--- config.mk ---
export PLATFORM = sky130hd
export DESIGN_NAME = hcms_ctrl
export DESIGN_NICKNAME = d
export VERILOG_FILES = /design/src/design/hcms_pkg.sv /design/src/design/hcms_ctrl.sv
export SDC_FILE = /design/constraint.sdc
export NUM_CORES = 1
export LEC_CHECK = 0
export BUFFER_PORTS_ARGS = -buffer_cell sky130_fd_sc_hd__buf_2
export CORE_ASPECT_RATIO = 1.25
export CORE_MARGIN = 2
export CORE_UTILIZATION = 56
export CTS_BUF_LIST = sky130_fd_sc_hd__clkbuf_8
export CTS_CLUSTER_SIZE = 12
export DETAILED_ROUTE_END_ITERATION = 8
export HOLD_SLACK_MARGIN = 0.05
export MAX_ROUTING_LAYER = met4
export PLACE_DENSITY = 0.91
export RECOVER_POWER = 100
export SYNTH_ARGS = -nofsm -noshare
export SYNTH_HDL_FRONTEND = slang
export SYNTH_SLANG_ARGS = --single-unit
export TNS_END_PERCENT = 50
--- constraint.sdc ---
create_clock -name clk -period 7.3 [get_ports clk]
set_clock_uncertainty 0.05 [all_clocks]
set_input_delay 0.73 -clock clk [delete_from_list [all_inputs] [get_ports clk]]
set_output_delay 0.73 -clock clk [all_outputs]
set_load 0.05 [all_outputs]
--- src/design/hcms_pkg.sv ---
// Shared types, constants and helper functions of the hover craft motion step.
`default_nettype none
package hcms_pkg;

  localparam int FRAC_BITS_DEF = 16;
  localparam int POS_WIDTH_DEF = 48;
  localparam int DIR_FRAC = 14;

  localparam logic [32:0] NEAR_VERTICAL_SQ = 33'd268;
  localparam logic [63:0] FORCE_LIM = (64'd1 << 60) - 64'd1;
  localparam logic [63:0] BIG_LIM = (64'd1 << 62) - 64'd1;
  localparam logic [31:0] SPEED_MAX = 32'h7FFF_FFFF;
  localparam logic [63:0] GRAV_Q16 = 64'd642253;

  localparam int CFG_IDX_W = 3;
  localparam logic [CFG_IDX_W-1:0] REG_MASS = 3'd0;
  localparam logic [CFG_IDX_W-1:0] REG_DRAG = 3'd1;
  localparam logic [CFG_IDX_W-1:0] REG_GRAVITY = 3'd2;
  localparam logic [CFG_IDX_W-1:0] REG_DEAD_SCALE = 3'd3;
  localparam logic [CFG_IDX_W-1:0] REG_METER_SCALE = 3'd4;
  localparam logic [CFG_IDX_W-1:0] REG_MIN_SPEED = 3'd5;

  typedef enum logic [1:0] {
    AOP_NONE,
    AOP_MUL,
    AOP_DIV,
    AOP_SQRT
  } arith_op_t;

  typedef enum logic [5:0] {
    ST_IDLE,
    ST_G1, ST_G2,
    ST_HX2, ST_HZ2, ST_HSEL, ST_HSQRT,
    ST_TXM, ST_TXD, ST_TZM, ST_TZD,
    ST_LX, ST_LZ, ST_LIFT,
    ST_DRAG, ST_DX, ST_DY, ST_DZ, ST_FSEL,
    ST_VXA, ST_VXM, ST_VXD,
    ST_VYA, ST_VYM, ST_VYD,
    ST_VZA, ST_VZM, ST_VZD,
    ST_MAG, ST_SHIFT,
    ST_SQX, ST_SQY, ST_SQZ, ST_NSQRT, ST_NSEL, ST_NZERO,
    ST_NDX, ST_NDY, ST_NDZ, ST_NFIN,
    ST_MSEL, ST_U1, ST_U2, ST_PX, ST_PY, ST_PZ,
    ST_OUT
  } step_t;

  typedef struct packed {
    step_t step;
    logic  start;
    logic  go;
    logic  load;
  } cmd_t;

  typedef struct packed {
    logic unit_done;
    logic dead;
    logic no_force;
    logic horiz;
    logic force_nz;
    logic big;
    logic n_zero;
    logic moved;
    logic out_free;
  } status_t;

  function automatic arith_op_t step_op(step_t s);
    case (s)
      ST_G1, ST_G2, ST_HX2, ST_HZ2, ST_TXM, ST_TZM, ST_LX, ST_LZ, ST_DRAG,
      ST_DX, ST_DY, ST_DZ, ST_VXA, ST_VXM, ST_VYA, ST_VYM, ST_VZA, ST_VZM,
      ST_SQX, ST_SQY, ST_SQZ, ST_U1, ST_U2, ST_PX, ST_PY, ST_PZ: return AOP_MUL;
      ST_TXD, ST_TZD, ST_VXD, ST_VYD, ST_VZD, ST_NDX, ST_NDY, ST_NDZ: return AOP_DIV;
      ST_HSQRT, ST_NSQRT: return AOP_SQRT;
      default: return AOP_NONE;
    endcase
  endfunction

  function automatic logic [63:0] shr_sat(logic [127:0] p, int sh, logic [63:0] lim);
    logic [127:0] q;
    q = p >> sh;
    if (q > {64'd0, lim}) begin
      return lim;
    end
    return q[63:0];
  endfunction

  function automatic logic [63:0] div_sat(logic ovf, logic [63:0] q, logic [63:0] lim);
    return (ovf || (q > lim)) ? lim : q;
  endfunction

  function automatic logic signed [63:0] apply_sign(logic neg, logic [63:0] m);
    return neg ? -$signed(m) : $signed(m);
  endfunction

  function automatic logic [63:0] abs64(logic signed [63:0] v);
    return v[63] ? 64'(-v) : 64'(v);
  endfunction

  function automatic logic signed [63:0] clampf(logic signed [63:0] v);
    if (v > $signed(FORCE_LIM)) begin
      return $signed(FORCE_LIM);
    end
    if (v < -$signed(FORCE_LIM)) begin
      return -$signed(FORCE_LIM);
    end
    return v;
  endfunction

endpackage
`default_nettype wire

--- src/design/hcms_ctrl.sv ---
// Sequencer that steps the datapath through one motion update.
`default_nettype none
module hcms_ctrl (
  input  wire logic              clk,
  input  wire logic              rst_n,
  input  wire logic              in_valid,
  output logic                   in_ready,
  output hcms_pkg::cmd_t         cmd,
  input  wire hcms_pkg::status_t status
);
  import hcms_pkg::*;

  step_t state_r;
  step_t state_nxt;
  logic  run_r;
  logic  is_unit;

  assign is_unit = (step_op(state_r) != AOP_NONE);

  always_comb begin
    state_nxt = state_r;
    if (is_unit) begin
      if (run_r && status.unit_done) begin
        case (state_r)
          ST_G1:    state_nxt = status.dead ? ST_G2 : (status.no_force ? ST_DRAG : ST_HX2);
          ST_G2:    state_nxt = status.no_force ? ST_DRAG : ST_HX2;
          ST_HX2:   state_nxt = ST_HZ2;
          ST_HZ2:   state_nxt = ST_HSEL;
          ST_HSQRT: state_nxt = ST_TXM;
          ST_TXM:   state_nxt = ST_TXD;
          ST_TXD:   state_nxt = ST_TZM;
          ST_TZM:   state_nxt = ST_TZD;
          ST_TZD:   state_nxt = ST_LIFT;
          ST_LX:    state_nxt = ST_LZ;
          ST_LZ:    state_nxt = ST_LIFT;
          ST_DRAG:  state_nxt = ST_DX;
          ST_DX:    state_nxt = ST_DY;
          ST_DY:    state_nxt = ST_DZ;
          ST_DZ:    state_nxt = ST_FSEL;
          ST_VXA:   state_nxt = ST_VXM;
          ST_VXM:   state_nxt = ST_VXD;
          ST_VXD:   state_nxt = ST_VYA;
          ST_VYA:   state_nxt = ST_VYM;
          ST_VYM:   state_nxt = ST_VYD;
          ST_VYD:   state_nxt = ST_VZA;
          ST_VZA:   state_nxt = ST_VZM;
          ST_VZM:   state_nxt = ST_VZD;
          ST_VZD:   state_nxt = ST_MAG;
          ST_SQX:   state_nxt = ST_SQY;
          ST_SQY:   state_nxt = ST_SQZ;
          ST_SQZ:   state_nxt = ST_NSQRT;
          ST_NSQRT: state_nxt = ST_NSEL;
          ST_NDX:   state_nxt = ST_NDY;
          ST_NDY:   state_nxt = ST_NDZ;
          ST_NDZ:   state_nxt = ST_NFIN;
          ST_U1:    state_nxt = ST_U2;
          ST_U2:    state_nxt = ST_PX;
          ST_PX:    state_nxt = ST_PY;
          ST_PY:    state_nxt = ST_PZ;
          ST_PZ:    state_nxt = ST_OUT;
          default:  state_nxt = ST_IDLE;
        endcase
      end
    end else begin
      case (state_r)
        ST_IDLE:  state_nxt = in_valid ? ST_G1 : ST_IDLE;
        ST_HSEL:  state_nxt = status.horiz ? ST_HSQRT : ST_LX;
        ST_LIFT:  state_nxt = ST_DRAG;
        ST_FSEL:  state_nxt = status.force_nz ? ST_VXA : ST_MSEL;
        ST_MAG:   state_nxt = ST_SHIFT;
        ST_SHIFT: state_nxt = status.big ? ST_SHIFT : ST_SQX;
        ST_NSEL:  state_nxt = status.n_zero ? ST_NZERO : ST_NDX;
        ST_NZERO: state_nxt = ST_MSEL;
        ST_NFIN:  state_nxt = ST_MSEL;
        ST_MSEL:  state_nxt = status.moved ? ST_U1 : ST_OUT;
        ST_OUT:   state_nxt = status.out_free ? ST_IDLE : ST_OUT;
        default:  state_nxt = ST_IDLE;
      endcase
    end
  end

  always_comb begin
    cmd.step = state_r;
    cmd.start = is_unit && !run_r;
    cmd.load = (state_r == ST_IDLE) && in_valid;
    case (state_r)
      ST_LIFT, ST_MAG, ST_NZERO, ST_NFIN: cmd.go = 1'b1;
      ST_SHIFT: cmd.go = status.big;
      ST_OUT:   cmd.go = status.out_free;
      default:  cmd.go = 1'b0;
    endcase
    in_ready = (state_r == ST_IDLE);
  end

  always_ff @(posedge clk) begin
    if (!rst_n) begin
      state_r <= ST_IDLE;
      run_r <= 1'b0;
    end else begin
      state_r <= state_nxt;
      if (cmd.start) begin
        run_r <= 1'b1;
      end else if (status.unit_done) begin
        run_r <= 1'b0;
      end
    end
  end

`ifndef SYNTHESIS
  a_done_launched: assert property (@(posedge clk) disable iff (!rst_n)
    status.unit_done |-> run_r)
    else $error("unit finished an operation that was never launched");
  a_single_start: assert property (@(posedge clk) disable iff (!rst_n)
    cmd.start |=> !cmd.start)
    else $error("unit started twice in a row");
  a_busy_after_load: assert property (@(posedge clk) disable iff (!rst_n)
    cmd.load |=> !in_ready)
    else $error("input still ready after an item was taken");
`endif

endmodule
`default_nettype wire

==> out/summary.txt <==
Status - finished, final reports clean
DRC Markers - 0
Reg-to-reg setup timing slack - 3680 ps
Met3 Usage GRT - 1.75%
Max stage delay on crit path - 830 ps
Clock-pin slew on the worst setup and hold paths - 50 ps
Die Area - 2930 µm²
Worst path slowest cell - dfxtp_1
GPL Wtd Cong - 0.951
Max Clk Rate - 276 MHz
Std cell rows - 20
Avg Inst Size Synth - 7.14 µm²
Leading post-synthesis cells by cell area - dfxtp_1 13%, ha_1 4.4%, nand2_1 4.0%, nor2_1 4.0%, nor2b_1 4.0%
Unrepaired setup endpoints after global routing - no
Initial antenna violation count - 0
Lkg Pwr - 0.511 nW
Max H-tree Level - 1
Clk sinks - 9
# hold bufs at CTS - 0
Die width - 48.8 µm
Final ANT Viol Nets - 0
Power Internal - 0.230 mW
VDD IR max - 0.357 mV
Synth warnings - 0
Ys async rst share - 0%
Dominant cell type by area after synthesis - dfxtp_1
Worst slew pin tran - 829 ps
Slew Viols, Final - 0
Final Hold Viols - 0
CTS tree - done
Clock Power Share - 10.5%
WP data required - 7380 ps
Final setup vio count - 0
Initial Utilization - 58.5%
Layout cells sized above 1 - 10.1%
Synth Instances - 197
Cts bufs inserted - 3
Total core area - 2400 µm²
All-Layer GR Usage - 29.2%
Comb power frac - 68.9%
Max cap viols - 0
Hold Path Sink - run_r
CP Class - reg -> reg
# resized after CTS - 0
P_sw - 0.309 mW
Final period utilization - 49.6%
Pre-Repair DR Iteration Count - 6
Startpoint Class - flop
Busiest grt layer - met2
Worst-skew pair later-pin latency - 240 ps
Synth unique cells - 61
Worst Reg-to-Reg Cells - 13
Syn Std Cell Area - 1410 µm²
Die Y-Extent - 60.0 µm
Area growth syn-to-layout - 4.89%
Cell family with most CP delay - simple AND/OR/NAND/NOR gates
Critical path launch point - state_r[5]
Number of global-route vias before repair - 1459
Post-CTS Setup Bufs - 0
DP Cell Count - 237
CP max FO - 25
GR Util met2 - 54.6%
Vias per cell - 6.62
First-pass GRT wire length - 6610 µm
Worst hold path class - reg -> reg
Pwr Total - 0.539 mW
Non-filler cells, final - 241
Fill count - 242
Crit path cell chain - nand2b_1 > or4_1 > o21ai_0 > or3_1 > a22o_1 > and2_0 > inv_1 > ha_1 > nand2_1 > a21oi_1 > a31oi_1 > nand4_1 > a32o_1
Root buffer cell - clkbuf_8
Grt ovf - 0
Via count - 1595
Hold Startpoint - run_r
P per Cell Area - 365 nW/µm²
Minimum clock period - 3620 ps
M1 GR Usage - 33.4%
Switching power share of the total - 57.4%
Post-synth top area share - 12.8%
Register area - 180 µm²
Leading post-synthesis cells by instance count - 15 x nand2_1, 15 x nor2_1, 11 x buf_2
HPWL after DPL - 2980 µm
Pin count of the biggest net entering global routing - 26
Final wirelength - 4090 µm
Worst r2r src - state_r[5]
Nets - 226
Core Util, Final - 61.4%
EDFF count, synth - 0
Wire per inst - 17.0 µm
Antenna cells - 0
WP buf/inv - 1
CP Capture Type - flop
Slew HR - 44.7%
Hold depth - 2
Reg power frac - 20.6%
Setup TNS - 0 ps
Register bit total from synthesis - 9
Sequential share of the synthesized area - 12.8%
Worst-case clock buffer depth - 2
Num ports - 22
Area of the multi-input gates - 1080 µm²
PortBufs - 21
DR iter-0 viols - 114
Synth Net Count - 214
Top_reg_cell synth - dfxtp_1
CP arrival - 3700 ps
==> worst max path at each step <==
| stage | end | cells after the start | slack (ps) |
|---|---|---|---|
| after floorplan | flop | 12 | 2970 |
| after global placement | flop | 13 | 3820 |
| after detailed placement | flop | 13 | 3850 |
| after CTS | flop | 13 | 3830 |
| after global routing | flop | 13 | 3420 |
| final | flop | 13 | 3680 |
==> worst reg2reg max path, stage by stage, from the launching register on <==
cell	delay (ps)
dfxtp_1	830
nand2b_1	350
or4_1	600
o21ai_0	120
or3_1	140
a22o_1	190
and2_0	250
inv_1	110
ha_1	300
nand2_1	80
a21oi_1	50
a31oi_1	140
nand4_1	110
a32o_1	210
==> cell usage in the layout, fill, tap and decap left out, types with 2 or more instances in the layout <==
master     n
a32oi_1    2
o31ai_1    2
o2111a_1   2
and2_1     3
and3_1     2
nor3_1     8
a21oi_1   11
nand4_1    3
nor2_1    15
nand2_1   15
nor4_1     2
and2_0     2
o211ai_1   2
ha_1       5
or4_1      3
o221ai_1   2
clkbuf_1  11
xnor2_1    4
o22ai_1    3
nand3b_1   5
a32o_1     3
o211a_1    2
nand3_1    5
or3_1      4
a22o_1     2
o21ai_0   10
dfxtp_1    9
nand2b_1   7
nor2b_1    9
inv_1     11
a31oi_1    4
clkbuf_8   3
buf_2     10
==> cell type report <==
| type | count | area share [%] |
|---|---|---|
| clock buffers | 3 | 2.80 |
| flip-flops and latches | 9 | 12.2 |
| clock inverters | 1 | 0.254 |
| inverters | 11 | 2.80 |
| multi-input cells | 163 | 72.9 |
| repair buffers | 21 | 6.19 |
| well taps | 33 | 2.80 |
==> through the flow <==
| stage | instance area [µm²] | setup WS, ps | hold slack, ps |
|---|---|---|---|
| final | 1480 | 3680 | 488 |
| after CTS | 1520 | 3830 | 491 |
| after detailed placement | 1470 | 3850 | 482 |
| after global placement | 1470 | 3820 | 471 |
| after global routing | 1480 | 3420 | 539 |
| after floorplan | 1410 | 2970 | 452 |
==> power by group through the flow <==
stage	combinational [mW]	clock [mW]	sequential (mW)
floorplan	0.318	0	0.100
global placement	0.367	0	0.108
detailed placement	0.371	0	0.108
CTS	0.372	0.0563	0.108
global route	0.400	0.0587	0.114
finish	0.371	0.0567	0.111
==> cells by family (layout without fill, tap and decap cells) <==
kind of cell,count (synthesis),count (layout),synth area share (%)
fa+ha+maj,5,5,4.45
buf+inv,25,36,8.72
xor+xnor,5,5,3.11
flops,9,9,12.8
compound gates,61,61,33.5
simple gates,90,90,35.9
mux,2,2,1.51
==> layer usage <==
metal / vias up / wire [µm]
met2: 99 / 2020
met4: 0 / 114
met1: 722 / 1650
met3: 16 / 297
li1: 758 / -
met5: - / 0
Power figures use the tool's default switching activity.
